`src/hw/rtl/bprle_pkg.sv`:
```
// shared types and constants of the bit-packed run-length pixel decoder
// no dependencies; imported by every module of the block

package bprle_pkg;

  // stream limits
  localparam int unsigned MAX_LENGTH_BITS = 16;
  localparam int unsigned MAX_VALUE_BITS  = 8;

  // configuration register indexes
  localparam logic [1:0] CFG_VALUE_BITS  = 2'd0;
  localparam logic [1:0] CFG_LENGTH_BITS = 2'd1;
  localparam logic [1:0] CFG_PIXEL_COUNT = 2'd2;

  // configuration reset values
  localparam logic [3:0]  VALUE_BITS_RST  = 4'd8;
  localparam logic [4:0]  LENGTH_BITS_RST = 5'd8;
  localparam logic [31:0] PIXEL_COUNT_RST = 32'd1;

  // field parser phase
  typedef enum logic [1:0] {
    PH_KIND = 2'd0,
    PH_LEN  = 2'd1,
    PH_VAL  = 2'd2
  } phase_e;

  // controller states
  typedef enum logic [1:0] {
    ST_IDLE = 2'd0,
    ST_BIT  = 2'd1,
    ST_CALC = 2'd2,
    ST_EMIT = 2'd3
  } ctrl_state_e;

  // controller to datapath
  typedef struct packed {
    logic load_byte;
    logic step_bit;
    logic load_rem;
    logic emit_tok;
  } cmd_t;

  // datapath to controller
  typedef struct packed {
    logic val_done;
    logic last_bit;
    logic byte_end;
    logic out_full;
  } sts_t;

endpackage

```
`src/hw/rtl/bprle_ctrl.sv`:
```
// controller state machine of the run-length pixel decoder
// depends on bprle_pkg; drives the datapath through cmd_t, watches sts_t

module bprle_ctrl import bprle_pkg::*; (
  input  logic clk_i,
  input  logic rst_ni,
  input  logic in_valid_i,
  output logic in_stall_o,
  input  sts_t sts_i,
  output cmd_t cmd_o
);

  ctrl_state_e state_q, state_d;

  // state register
  always_ff @(posedge clk_i or negedge rst_ni) begin
    if (!rst_ni) begin
      state_q <= ST_IDLE;
    end else begin
      state_q <= state_d;
    end
  end

  // next state
  always_comb begin
    state_d = state_q;
    case (state_q)
      ST_IDLE: begin
        if (in_valid_i) state_d = ST_BIT;
      end
      ST_BIT: begin
        if (sts_i.val_done) begin
          state_d = ST_CALC;
        end else if (sts_i.last_bit) begin
          state_d = ST_IDLE;
        end
      end
      ST_CALC: begin
        state_d = ST_EMIT;
      end
      ST_EMIT: begin
        if (!sts_i.out_full) begin
          state_d = sts_i.byte_end ? ST_IDLE : ST_BIT;
        end
      end
      default: begin
        state_d = ST_IDLE;
      end
    endcase
  end

  // outputs
  always_comb begin
    cmd_o      = '0;
    in_stall_o = 1'b1;
    case (state_q)
      ST_IDLE: begin
        in_stall_o      = 1'b0;
        cmd_o.load_byte = in_valid_i;
      end
      ST_BIT: begin
        cmd_o.step_bit = 1'b1;
      end
      ST_CALC: begin
        cmd_o.load_rem = 1'b1;
      end
      ST_EMIT: begin
        cmd_o.emit_tok = !sts_i.out_full;
      end
      default: begin
        cmd_o = '0;
      end
    endcase
  end

endmodule

```
`src/hw/rtl/bprle_datapath.sv`:
```
// datapath of the run-length pixel decoder: config registers, bit shifter,
// field parser, pixel counting and the output token register
// depends on bprle_pkg; commanded by bprle_ctrl

module bprle_datapath import bprle_pkg::*; (
  input  logic        clk_i,
  input  logic        rst_ni,
  input  cmd_t        cmd_i,
  output sts_t        sts_o,
  input  logic [7:0]  stream_byte_i,
  input  logic        start_image_i,
  input  logic        cfg_we_i,
  input  logic [1:0]  cfg_index_i,
  input  logic [31:0] cfg_data_i,
  input  logic        out_stall_i,
  output logic        out_valid_o,
  output logic [7:0]  pixel_value_o,
  output logic [16:0] repeat_count_o,
  output logic        image_done_o,
  output logic        overrun_o
);

  // configuration
  logic [3:0]  value_bits_q;
  logic [4:0]  length_bits_q;
  logic [31:0] pixel_count_q;

  // decode state
  phase_e      ph_q;
  logic [15:0] acc_q;
  logic [4:0]  taken_q;
  logic        kind_q;
  logic [16:0] ll_q;
  logic [31:0] pd_q;
  logic        fin_q;

  // byte shifter and per-token scratch
  logic [7:0]  sh_q;
  logic [3:0]  left_q;
  logic [7:0]  val_q;
  logic [31:0] rem_q;

  // output token register
  logic        out_valid_q;
  logic [7:0]  out_val_q;
  logic [16:0] out_cnt_q;
  logic        out_done_q;
  logic        out_ov_q;

  // clamped widths
  logic [3:0] evb;
  logic [4:0] elen;
  always_comb begin
    evb = value_bits_q;
    if (value_bits_q == 4'd0) evb = 4'd1;
    if (value_bits_q > 4'(MAX_VALUE_BITS)) evb = 4'(MAX_VALUE_BITS);
    elen = length_bits_q;
    if (length_bits_q > 5'(MAX_LENGTH_BITS)) elen = 5'(MAX_LENGTH_BITS);
  end

  logic bit_in;
  logic active;
  assign bit_in = sh_q[7];
  assign active = !fin_q && (pd_q < pixel_count_q);

  // one stream bit through the field parser
  phase_e      cur_ph, ph_step;
  logic [15:0] cur_acc, acc_shift, acc_step;
  logic [4:0]  cur_taken, taken_inc, taken_step;
  logic [16:0] ll_step;
  logic        kind_step;
  logic        val_hit;
  logic [7:0]  val_step;
  always_comb begin
    cur_ph     = ph_q;
    cur_acc    = acc_q;
    cur_taken  = taken_q;
    ll_step    = ll_q;
    kind_step  = kind_q;
    val_hit    = 1'b0;
    val_step   = val_q;
    // empty or already full length field completes first
    if (ph_q == PH_LEN && taken_q >= elen) begin
      cur_ph    = PH_VAL;
      ll_step   = {1'b0, acc_q} + 17'd1;
      cur_acc   = '0;
      cur_taken = '0;
    end
    taken_inc  = cur_taken + 5'd1;
    acc_shift  = {cur_acc[14:0], bit_in};
    ph_step    = cur_ph;
    acc_step   = acc_shift;
    taken_step = taken_inc;
    case (cur_ph)
      PH_LEN: begin
        if (taken_inc >= elen) begin
          ll_step    = {1'b0, acc_shift} + 17'd1;
          ph_step    = PH_VAL;
          acc_step   = '0;
          taken_step = '0;
        end
      end
      PH_VAL: begin
        acc_step = {8'd0, acc_shift[7:0]};
        if (taken_inc >= {1'b0, evb}) begin
          val_hit    = 1'b1;
          val_step   = acc_shift[7:0];
          acc_step   = '0;
          taken_step = '0;
        end
      end
      default: begin
        kind_step  = bit_in;
        ph_step    = PH_LEN;
        acc_step   = '0;
        taken_step = '0;
      end
    endcase
  end

  // token counting and clipping
  logic [16:0] ll_dec, ll_emit, tok_cnt;
  logic        rep_over, rep_reach, tok_done, tok_ov;
  phase_e      ph_emit;
  always_comb begin
    ll_dec    = (ll_q != 17'd0) ? ll_q - 17'd1 : 17'd0;
    rep_over  = {15'd0, ll_q} > rem_q;
    rep_reach = {15'd0, ll_q} >= rem_q;
    if (kind_q) begin
      tok_cnt  = 17'd1;
      tok_done = (rem_q == 32'd1);
      tok_ov   = tok_done && (ll_dec != 17'd0);
      ll_emit  = ll_dec;
      ph_emit  = (ll_dec == 17'd0) ? PH_KIND : PH_VAL;
    end else begin
      tok_cnt  = rep_over ? rem_q[16:0] : ll_q;
      tok_done = rep_reach;
      tok_ov   = rep_over;
      ll_emit  = '0;
      ph_emit  = PH_KIND;
    end
  end

  // configuration registers
  always_ff @(posedge clk_i or negedge rst_ni) begin
    if (!rst_ni) begin
      value_bits_q  <= VALUE_BITS_RST;
      length_bits_q <= LENGTH_BITS_RST;
      pixel_count_q <= PIXEL_COUNT_RST;
    end else if (cfg_we_i) begin
      case (cfg_index_i)
        CFG_VALUE_BITS:  value_bits_q  <= cfg_data_i[3:0];
        CFG_LENGTH_BITS: length_bits_q <= cfg_data_i[4:0];
        CFG_PIXEL_COUNT: pixel_count_q <= cfg_data_i;
        default: ;
      endcase
    end
  end

  // decode state
  always_ff @(posedge clk_i or negedge rst_ni) begin
    if (!rst_ni) begin
      ph_q    <= PH_KIND;
      acc_q   <= '0;
      taken_q <= '0;
      kind_q  <= 1'b0;
      ll_q    <= '0;
      pd_q    <= '0;
      fin_q   <= 1'b0;
    end else if (cmd_i.load_byte) begin
      if (start_image_i) begin
        ph_q    <= PH_KIND;
        acc_q   <= '0;
        taken_q <= '0;
        kind_q  <= 1'b0;
        ll_q    <= '0;
        pd_q    <= '0;
        fin_q   <= 1'b0;
      end
    end else if (cmd_i.step_bit && active) begin
      ph_q    <= ph_step;
      acc_q   <= acc_step;
      taken_q <= taken_step;
      kind_q  <= kind_step;
      ll_q    <= ll_step;
    end else if (cmd_i.emit_tok) begin
      ph_q <= ph_emit;
      ll_q <= ll_emit;
      pd_q <= pd_q + {15'd0, tok_cnt};
      if (tok_done) fin_q <= 1'b1;
    end
  end

  // bit counter
  always_ff @(posedge clk_i or negedge rst_ni) begin
    if (!rst_ni) begin
      left_q <= '0;
    end else if (cmd_i.load_byte) begin
      left_q <= 4'd8;
    end else if (cmd_i.step_bit) begin
      left_q <= left_q - 4'd1;
    end
  end

  // byte shifter, finished value and pixels remaining
  always_ff @(posedge clk_i) begin
    if (cmd_i.load_byte) begin
      sh_q <= stream_byte_i;
    end else if (cmd_i.step_bit) begin
      sh_q <= {sh_q[6:0], 1'b0};
    end
    if (cmd_i.step_bit && active && val_hit) val_q <= val_step;
    if (cmd_i.load_rem) rem_q <= pixel_count_q - pd_q;
  end

  // output valid
  always_ff @(posedge clk_i or negedge rst_ni) begin
    if (!rst_ni) begin
      out_valid_q <= 1'b0;
    end else if (cmd_i.emit_tok) begin
      out_valid_q <= 1'b1;
    end else if (out_valid_q && !out_stall_i) begin
      out_valid_q <= 1'b0;
    end
  end

  // output payload
  always_ff @(posedge clk_i) begin
    if (cmd_i.emit_tok) begin
      out_val_q  <= val_q;
      out_cnt_q  <= tok_cnt;
      out_done_q <= tok_done;
      out_ov_q   <= tok_ov;
    end
  end

  // status
  assign sts_o.val_done = active && val_hit;
  assign sts_o.last_bit = (left_q == 4'd1);
  assign sts_o.byte_end = (left_q == 4'd0);
  assign sts_o.out_full = out_valid_q && out_stall_i;

  assign out_valid_o    = out_valid_q;
  assign pixel_value_o  = out_val_q;
  assign repeat_count_o = out_cnt_q;
  assign image_done_o   = out_done_q;
  assign overrun_o      = out_ov_q;

endmodule

```
`src/hw/rtl/bit_packed_rle_pixel_decoder.sv`:
```
// Bit-packed run-length pixel decoder. A stream byte is taken in the idle
// state and its bits are then parsed one per cycle, most significant first,
// except that the parse pauses for each run token a bit completes
// (remaining-pixel subtract, then clip and count update) and while a token
// waits for a stalled output register; the input is stalled meanwhile.
// A new byte can be taken while an emitted token still waits in the output
// register. Depends on bprle_pkg, bprle_ctrl and bprle_datapath.

module bit_packed_rle_pixel_decoder import bprle_pkg::*; (
  input  logic        clk_i,
  input  logic        rst_ni,
  // stream byte input
  input  logic        in_valid_i,
  output logic        in_stall_o,
  input  logic [7:0]  stream_byte_i,
  input  logic        start_image_i,
  // run token output
  output logic        out_valid_o,
  input  logic        out_stall_i,
  output logic [7:0]  pixel_value_o,
  output logic [16:0] repeat_count_o,
  output logic        image_done_o,
  output logic        overrun_o,
  // configuration writes
  input  logic        cfg_we_i,
  input  logic [1:0]  cfg_index_i,
  input  logic [31:0] cfg_data_i
);

  cmd_t cmd;
  sts_t sts;

  // sequencing
  bprle_ctrl u_ctrl (
    .clk_i      (clk_i),
    .rst_ni     (rst_ni),
    .in_valid_i (in_valid_i),
    .in_stall_o (in_stall_o),
    .sts_i      (sts),
    .cmd_o      (cmd)
  );

  // parsing, counting and output register
  bprle_datapath u_datapath (
    .clk_i          (clk_i),
    .rst_ni         (rst_ni),
    .cmd_i          (cmd),
    .sts_o          (sts),
    .stream_byte_i  (stream_byte_i),
    .start_image_i  (start_image_i),
    .cfg_we_i       (cfg_we_i),
    .cfg_index_i    (cfg_index_i),
    .cfg_data_i     (cfg_data_i),
    .out_stall_i    (out_stall_i),
    .out_valid_o    (out_valid_o),
    .pixel_value_o  (pixel_value_o),
    .repeat_count_o (repeat_count_o),
    .image_done_o   (image_done_o),
    .overrun_o      (overrun_o)
  );

endmodule

```
`config.mk`:
```
export PLATFORM = sky130hd
export DESIGN_NAME = bit_packed_rle_pixel_decoder
export DESIGN_NICKNAME = d
export VERILOG_FILES = /design/src/hw/rtl/bprle_pkg.sv /design/src/hw/rtl/bprle_ctrl.sv /design/src/hw/rtl/bprle_datapath.sv /design/src/hw/rtl/bit_packed_rle_pixel_decoder.sv
export SDC_FILE = /design/constraint.sdc
export NUM_CORES = 1
export LEC_CHECK = 0
export ABC_AREA = 1
export BUFFER_PORTS_ARGS = -buffer_cell sky130_fd_sc_hd__buf_2
export CORE_UTILIZATION = 45
export DETAILED_ROUTE_END_ITERATION = 12
export PLACE_DENSITY = 0.65
export SYNTH_ARGS = -nofsm -noshare
export SYNTH_HDL_FRONTEND = slang
export SYNTH_SLANG_ARGS = --single-unit
```
`constraint.sdc`:
```
create_clock -name clk_i -period 5.3 [get_ports clk_i]
set_input_delay 0.265 -clock clk_i [delete_from_list [all_inputs] [get_ports clk_i]]
set_output_delay 0.265 -clock clk_i [all_outputs]
set_load 0.03 [all_outputs]
```
== Word-level counts from Yosys, hierarchy flattened ==
Cells that the tools add are included.
Word-level totals
  flip-flop bits (word level): 197
  input port bits: 48
  output and inout bits: 29
  word-level logic and storage cells: 156
Cells by class
  $add $sub $neg: 7
  $lt $le $gt $ge: 8
  eq/ne operators: 16
  multiplexer cells: 70
  reductions and logical operators: 35
Operators by type and width (count)
  $mux 17: 11
  $mux 32: 4
  $mux 16: 4
  $mux 5: 7
  $add 16x1->17 const B: 2
  $reduce_bool 17->1: 2
  $add 32x17->32: 1
  $eq 32x1->1 const B: 1
  $ge 17x32->1: 1
  $gt 17x32->1: 1
  $lt 32x32->1: 1
  $pmux 16 s2: 1
  $sub 32x32->32: 1
  $mux 2: 12
  $mux 8: 3
  $mux 1: 20
  $logic_not 17->1: 1
  $sub 17x1->17 const B: 1
  $mux 4: 4
  $mux 15: 1
  $reduce_and 3->1: 4
  $ge 5x5->1: 2
  $pmux 5 s2: 1
  $reduce_and 2->1: 5
  other kinds (21): 45

== Logic depth before layout (Yosys ltp) ==
Gate-level depths: netlist of the first run.
  depth in word-level cells: 12
  gate-level depth with buffers: 29
  gate-level depth less buffers: 27

== By module ==
A second synthesis of the first run with hierarchy kept.
Second synthesis, totals
  cell total of the unflattened synthesis: 1817
  area total of the unflattened synthesis: 13750.7 sq um
By module, submodules not included
  bprle_datapath: times used 1, cells an instance 1792, area an instance 13606.8 sq um, sequential area each 5258.8 sq um
  bprle_ctrl: times used 1, cells an instance 25, area an instance 143.9 sq um, sequential area each 50.0 sq um

== Worst setup path after synthesis of the first run ==
No wires, ideal clock.
  path type: register -> register
  start point: reg u_datapath.length_bits_q[0]
  end point: reg u_datapath.ll_q[10]
  library setup time: 123 ps
  data arrival time: 4170 ps
  required time: 5177 ps
  setup slack: 1007 ps
  stages on the path, launching flop included: 29
  buffers on the path: 3
  clock period less this slack: 4293 ps
  cells stage by stage: dfrtp_1 -> o41ai_1 -> nand2_1 -> ha_1 -> nand2_1 -> nor2_1 -> nand3_1 -> nand2_1 -> nand2_2 -> inv_2 -> clkbuf_1 -> clkbuf_1 -> nor2_1 -> ha_1 -> o21bai_1 -> nand2_1 -> inv_1 -> ha_1 -> nand2_1 -> o21ai_0 -> o21ai_0 -> nand3_1 -> nand3_1 -> nand2_1 -> nand2_1 -> buf_2 -> nor2_1 -> o21ai_0 -> nand2_1
Between the ends
  word-level cells in the longest chain between the ends: 11
  elaborated cells on any way between the ends: 16
  those cells by class: 2 x add/sub; 3 x order compare; 1 x eq/ne; 9 x mux; 1 x reduce/logical
Ends and longest elaborated chain
  from (decl): RTL line bprle_datapath.sv:25  | logic [4:0] length_bits_q;
  from (signal assigned): RTL line bprle_datapath.sv:153  | CFG_LENGTH_BITS: length_bits_q <= cfg_data_i[4:0];
  $gt 5x5->1: RTL line bprle_datapath.sv:58  | if (length_bits_q > 5'(MAX_LENGTH_BITS)) elen = 5'(MAX_LENGTH_BITS);
  $mux 5 *: RTL line bprle_datapath.sv:58
  $ge 5x5->1: RTL line bprle_datapath.sv:83  | if (ph_q == PH_LEN && taken_q >= elen) begin
  $logic_and 1x1->1: RTL line bprle_datapath.sv:83
  $mux 5: RTL line bprle_datapath.sv:83
  $add 5x1->5: RTL line bprle_datapath.sv:89  | taken_inc = cur_taken + 5'd1;
  $ge 5x5->1: RTL line bprle_datapath.sv:96  | if (taken_inc >= elen) begin
  $mux 17: RTL line bprle_datapath.sv:96
  $mux 17 *: RTL line bprle_datapath.sv:94  | case (cur_ph)
  $mux 17 *: RTL line bprle_datapath.sv:180  | end else if (cmd_i.step_bit && active) begin
  $mux 17 *: RTL line bprle_datapath.sv:170  | end else if (cmd_i.load_byte) begin
  to (signal assigned): RTL line bprle_datapath.sv:185  | ll_q <= ll_step;
  to (signal assigned): RTL line bprle_datapath.sv:188  | ll_q <= ll_emit;
  to (decl): RTL line bprle_datapath.sv:33  | logic [16:0] ll_q;
Mark *: on every way between the ends. The rest lies on a longest branch, timed or not.
A chain may end at the register's enable or synchronous reset.

== Worst setup path in the final report of the first run ==
  start point: reg u_datapath.ll_q[3]
  end point: reg u_datapath.pd_q[29]
Between the ends
  word-level cells in the longest chain between the ends: 7
Ends and longest elaborated chain
  $gt 17x32->1: RTL line bprle_datapath.sv:127  | rep_over = {15'd0, ll_q} > rem_q;
  $mux 17: RTL line bprle_datapath.sv:136  | tok_cnt = rep_over ? rem_q[16:0] : ll_q;
  $mux 17: RTL line bprle_datapath.sv:129  | if (kind_q) begin
  named net u_datapath.tok_cnt[14]: RTL line bprle_datapath.sv:122  | logic [16:0] ll_dec, ll_emit, tok_cnt;
  $add 32x17->32: RTL line bprle_datapath.sv:189  | pd_q <= pd_q + {15'd0, tok_cnt};
  $mux 32: RTL line bprle_datapath.sv:186  | end else if (cmd_i.emit_tok) begin
  $mux 32: RTL line bprle_datapath.sv:180
  $mux 32: RTL line bprle_datapath.sv:170
  to (signal assigned): RTL line bprle_datapath.sv:189
  to (decl): RTL line bprle_datapath.sv:34  | logic [31:0] pd_q;
The timed path passes the listed nets, and every way through them passes these cells. The select of a mux whose other input is x is not followed.

==> results.cfg, run 1 <==
[clocking]
cts_root_buf = clkbuf_16
cts.sinks = 197
cts_setup_buffers = 0
cts_tree = done
clkTransAtPathRegs_ns = 0.08
post_cts_resized = 0
htree_levels = 4
numCtsBuffers = 17
clockBufferDepth = 2
worstSkewPairLatency_ns = 0.46

[sta]
drv_slew = 0
fin_crit_sh_pct = 87.7
fin_crit_ns = 4.65
relSlewSlack_pct = 43.4
tns_ns = 0
rsz0062_at_grt = no
skew_ns = 0.0145
finalHoldViolations = 0
tightest_slew_ns = 0.849
fmax_ghz = 0.215
whs_ns = 0.0291
finalSetupViolations = 0

[worst_setup_path]
r2r-end = u_datapath.pd_q[29]
critPathMaxFanout = 24
end_kind = flip-flop
cp.required_ns = 5.65
worstSetupPathType = reg2reg
timing.rr.start = u_datapath.ll_q[3]
rr_worst_depth = 25
crit_arrival_ns = 4.99
r2r_slack_ns = 0.65
start_kind = flip-flop

[route]
avgViaCountPerCell = 5.40
drc = 0
drtIter0Drc = 838
ant_nets = 0
wire_per_inst_um = 16.5
drt-total-wl_um = 35300
vias = 11600
dr.pass1.iters = 5

[yosys]
ys_seq_elements = 197
synth_cell_types = 53
synth.net_count = 1820
synthCells = 1682
synth_area_leaders = dfrtp_1 (23%), edfxtp_1 (17%), nand2_1 (11%)
synthArstFlopShare_pct = 61.9
yosysTopAreaCellShare_pct = 22.6
yosysSeqAreaShare_pct = 40.2
synth_area_sq_um = 13200
yosys.area.top_type = dfrtp_1
synth-edff-count = 75
synth_ff_type = dfrtp_1
yosysWarnings = 0
syn_area_per_cell_sq_um = 7.84

[floorplan]
io_pins = 77
fp.dieH_um = 173
rows = 62
core_sq_um = 28800
start_util_pct = 45.8
die_w_um = 173
dieArea_sq_um = 30000

[pwr]
p_leak_nw = 6.76
power.density_nw_per_um2 = 476
ir_drop_mv = 0.261

[place]
finalWeightedCongestion = 0.947
io_buffers = 76
dp_hpwl_um = 27600

[finish]
num-nets-final = 1885
fill_cells = 2830
layout-drive-gt1-share_pct = 10.7
syn2layout_area_growth_pct = 10.5
final_util_pct = 50.6
antennaDiodeCount = 0

[flow_run]
maxCapViolations = 0

[grt]
grt_pass1_wl_um = 57400
grt_overflow = 0
grt_max_degree = 65
track_usage_pct = 24.2
antenna_found_initial = 0
grt_pass1_vias = 11000

[outcome]
status = finished, final reports clean

[hold_path]
hold_path_depth = 3
hold_start = out_stall_i
hold_class = in2reg
holdPathEnd = u_datapath.out_valid_o
==> repair_timing <==
action                     4_1_cts  5_1_grt
hold endpoints to repair        15        0
setup endpoints to repair        0        0
hold buffers                     1        0
==> per-stage QoR <==
stage	power (mW)	setup slack [ns]	instance area [sq um]	instances
floorplan	4.70	1.01	13200	1682
global placement	5.54	0.884	14000	2111
detailed placement	5.58	0.760	14000	2111
CTS	6.95	0.735	14600	2144
global route	7.47	0.230	14600	2144
finish	6.93	0.654	14600	2144
==> how the worst max path moves through the flow <==
stage	startpoint	to	slack, ns
2_1_floorplan	u_datapath.length_bits_q[0]	u_datapath.ll_q[10]	1.01
3_3_place_gp	u_datapath.ll_q[2]	u_datapath.pd_q[29]	0.88
3_5_place_dp	u_datapath.ll_q[3]	u_datapath.pd_q[29]	0.76
4_1_cts	u_datapath.ll_q[3]	u_datapath.pd_q[29]	0.74
5_1_grt	u_datapath.ll_q[3]	u_datapath.pd_q[29]	0.23
6_report	u_datapath.ll_q[3]	u_datapath.pd_q[29]	0.65
==> state kept, by name, indices dropped and copies added, names as in the netlist, named ones only <==
register,flops
u_datapath.acc_q,16
u_datapath.fin_q,1
u_datapath.length_bits_q,5
u_datapath.pixel_count_q,32
u_datapath.ph_q,2
u_datapath.left_q,4
u_datapath.sh_q,8
u_datapath.repeat_count_o,17
u_datapath.val_q,8
u_datapath.value_bits_q,4
u_datapath.ll_q,17
u_datapath.overrun_o,1
u_datapath.rem_q,32
u_datapath.kind_q,1
u_ctrl.state_q,1
u_datapath.pixel_value_o,8
u_datapath.taken_q,5
u_datapath.pd_q,32
u_datapath.out_valid_o,1
u_datapath.image_done_o,1
==> critical path, cell delays in order, from the launching register on <==
cell,delay [ns]
dfrtp_1,0.46
ha_1,0.34
nand2_1,0.06
inv_1,0.06
o21ai_0,0.08
a21oi_1,0.15
nor2_1,0.05
o21ai_0,0.25
nand2_1,0.11
nand2_1,0.11
nand2_1,0.18
buf_4,0.27
o21ai_0,0.17
a21oi_1,0.09
ha_1,0.38
nand2_1,0.09
nor2_1,0.24
inv_1,0.10
nor3_1,0.27
nand2_1,0.10
nand3_1,0.14
nand2_1,0.09
a21boi_0,0.46
nand4_1,0.14
nand2_1,0.09
nor2_1,0.05
==> cell usage in the layout (no fill, tap or decap), drive strengths merged, types with 21 or more instances in the layout <==
master  instances
nand2         379
inv           231
nor2          152
a21oi         127
dfrtp         119
o21ai         119
nand3         116
ha             88
buf            88
edfxtp         75
xor2           38
nand4          36
nor3           28
mux2           27
o22ai          26
xnor2          21
==> layout make-up <==
| class | count | area (sq um) | share of cell area (%) |
|---|---|---|---|
| flip-flops and latches | 197 | 5310 | 36.4 |
| multi-input cells | 1221 | 6870 | 47.1 |
| clock inverters | 15 | 175 | 1.20 |
| clock buffers | 17 | 425 | 2.92 |
| repair buffers | 89 | 483 | 3.31 |
| well taps | 384 | 480 | 3.30 |
| inverters | 221 | 830 | 5.69 |
==> Yosys cell counts, drive strengths merged, types with 3 or more instances <==
library cell,count
nand3,116
a21boi,5
nand2,379
edfxtp,75
ha,88
o211ai,3
nand3b,6
nor2,152
nor4,9
o22ai,26
o21ai,119
a21o,3
dfrtp,119
a21oi,127
inv,221
xor2,38
buf,19
o21bai,8
nand4,36
o21a,6
mux2,27
or2,3
xnor2,21
nor3,28
dfstp,3
o31ai,4
clkbuf,24
==> report_power, final <==
part / internal [mW] / switching (mW)
combinational: 1.09 / 2.25
sequential: 1.99 / 0.243
clock: 0.679 / 0.677
total: 3.76 / 3.17
==> routing by layer <==
metal	share of wire [%]	global-route usage [%]
met5	0	0
met4	1.7	6.27
met3	5.3	4.07
met2	45	37.9
met1	48	34.7
==> cell families after synthesis <==
family / count (synthesis) / share of synthesized area (%)
and+or+nand+nor: 734 / 23.9
AOI/OAI and AO/OA: 311 / 13.2
buffers and inverters: 264 / 7.78
DFF: 197 / 40.2
adders and majority gates: 90 / 8.65
xor gates and xnor gates: 59 / 3.92
muxes: 27 / 2.31
No activity file was read; power rests on OpenSTA's default activity.
==> run 2, diff against run 1 <==
Settings changed: CORE_UTILIZATION 45 to 67, PLACE_DENSITY 0.65 to 0.9, SETUP_SLACK_MARGIN set to 0.1.
Clock period 5.3 ns to 5.6 ns, I/O delays scaled along.
==> run 2 against run 1 <==
Sequential power decreased by 5%. Sequential cell count unchanged. Utilization increased by 25 points. Fmax decreased by 4.6%. Wire length decreased by 1.4%. Clock power decreased by 6%. Critical path type unchanged. Count of clock-buffer cells in the layout increased by 1.
==> results.cfg, run 2 (same netlist as run 1, synthesis figures left out) <==
[worst_setup_path]
critPathMaxFanout = 33
end_kind = flip-flop
path_common_cell = nand2_1
cp.required_ns = 5.94
crit_chain = ha_1 -> nand2_1 -> inv_1 -> o21ai_0 -> a21oi_1 -> nor2_1 -> o21ai_0 -> nand2_1 -> nand2_1 -> nand2_2 -> o21ai_0 -> a21oi_1 -> ha_1 -> nand2_1 -> nor2_1 -> inv_1 -> nor3_1 -> nand2_1 -> nand3_1 -> nand2_1 -> a21boi_0 -> nand4_1 -> nand2_1 -> nor2_1
worstSetupPathType = reg2reg
start_kind = flip-flop
slowest_stage = dfrtp_1
slowest_delay_ns = 0.46
crit_arrival_ns = 5.21

[hold_path]
hold_class = in2reg

[sta]
fin_crit_sh_pct = 87.0
finalHoldViolations = 0
drv_slew = 0
tns_ns = 0
rsz0062_at_grt = no
tightest_slew_ns = 0.838
fin_crit_ns = 4.87
fmax_ghz = 0.205
skew_ns = 0.0203
relSlewSlack_pct = 44.1
finalSetupViolations = 0

[finish]
fill_cells = 1446
layout_commonest_cell = nand2_1
multi_input_comb_area_sq_um = 6870
syn2layout_area_growth_pct = 9.14
layout-drive-gt1-share_pct = 10.5
fin_cells = 2016
layout_common_cells = nand2_1 (369), inv_1 (215), nor2_1 (148)
fin_area_sq_um = 14400
num-nets-final = 1881
final-seq-area_sq_um = 5310
antennaDiodeCount = 0
largestRegisters = u_datapath.pd_q x32, u_datapath.pixel_count_q x32, u_datapath.rem_q x32

[grt]
grt_overflow = 0
grt_pass1_wl_um = 57100
antenna_found_initial = 0
grt_max_degree = 63
grt_pass1_vias = 11400
track_usage_pct = 36.1

[place]
placed_area_sq_um = 13800
finalWeightedCongestion = 0.977
dp_hpwl_um = 26300
dp_cells = 1983
io_buffers = 76

[pwr]
power.density_nw_per_um2 = 456
ir_drop_mv = 0.320
p_leak_nw = 6.74

[floorplan]
die_w_um = 142
core_sq_um = 19000
fp.dieH_um = 142
io_pins = 77
rows = 50
start_util_pct = 69.4
dieArea_sq_um = 20300

[clocking]
worstSkewPairLatency_ns = 0.46
cts_tree = done
clkTransAtPathRegs_ns = 0.09
numCtsBuffers = 17
htree_levels = 4
cts.sinks = 197
clockBufferDepth = 2
cts_root_buf = clkbuf_16

[outcome]
status = finished, final reports clean

[route]
avgViaCountPerCell = 6.03
vias = 12100
drt-total-wl_um = 34900
drtIter0Drc = 1416
dr.pass1.iters = 7
drc = 0
wire_per_inst_um = 17.3
ant_nets = 0

[flow_run]
maxCapViolations = 0
==> run 2: cell types whose count changed in the layout (fill, tap and decap cells not counted), sizes merged <==
| cell | delta |
|---|---|
| clkinv | +1 |
| buf | -4 |
| clkinvlp | +1 |
| inv | -3 |
| clkbuf | +1 |
==> run 2: area by class of cell <==
cell class | instances | area share [%]
clock buffers | 18 | 2.98
repair buffers | 85 | 3.15
flip-flops and latches | 197 | 36.9
inverters | 221 | 5.76
clock inverters | 14 | 1.26
multi-input cells | 1221 | 47.7
well taps | 260 | 2.26
==> run 2: timing repair <==
item | 4_1_cts | 5_1_grt
hold buffers | 1 | 0
resized for setup | 0 | 2
hold endpoints to repair | 60 | 0
setup buffers | 0 | 0
endpoints found under the setup margin | 0 | 8
==> run 2: metrics by stage <==
step           hold slack (ns)  worst slack [ns]  utilization (%)  power, mW
2_1_floorplan          -0.0156              1.31                -       4.45
3_3_place_gp             0.404             0.835             72.4       5.11
3_5_place_dp             0.405             0.668             72.4       5.20
4_1_cts                 0.0433             0.546             75.7       6.49
5_1_grt                 0.0397             0.300             75.7       7.01
6_report                0.0485             0.728             75.7       6.56
==> run 2: final timing paths <==
path | from | to | slack (ns) | cells past startpoint
min in group asynchronous | rst_ni | u_datapath.acc_q[13] | 0.46 | 2
max reg2reg | u_datapath.ll_q[3] | u_datapath.pd_q[29] | 0.73 | 24
max | u_datapath.ll_q[3] | u_datapath.pd_q[29] | 0.73 | 24
max in group asynchronous | rst_ni | u_datapath.pd_q[23] | 3.78 | 3
min | cfg_data_i[25] | u_datapath.pixel_count_q[25] | 0.05 | 2
min reg2reg | u_datapath.val_q[4] | u_datapath.pixel_value_o[4] | 0.43 | 0
==> run 2: metal layers <==
layer | part of all wire [%] | up-vias | global-route usage (%)
met5 | 0 | - | 0
met4 | 2.3 | 0 | 9.90
met3 | 8.3 | 82 | 5.42
met2 | 46 | 591 | 58.3
met1 | 43 | 5715 | 50.8
li1 | - | 5761 | -
==> run 2: critical path, delay by kind of cell, from the launching register on <==
kind	cells	cell delay [ns]
and+or+nand+nor	14	2.04
AOI/OAI and AO/OA	6	1.32
adders and majority gates	2	0.73
DFF	1	0.46
buffers and inverters	2	0.19
==> run 2: report_power, final <==
part | internal [mW] | leakage, nW | switching (mW)
Sequential | 1.88 | 2.28 | 0.226
Combinational | 1.03 | 4.17 | 2.15
Clock | 0.646 | 0.296 | 0.631
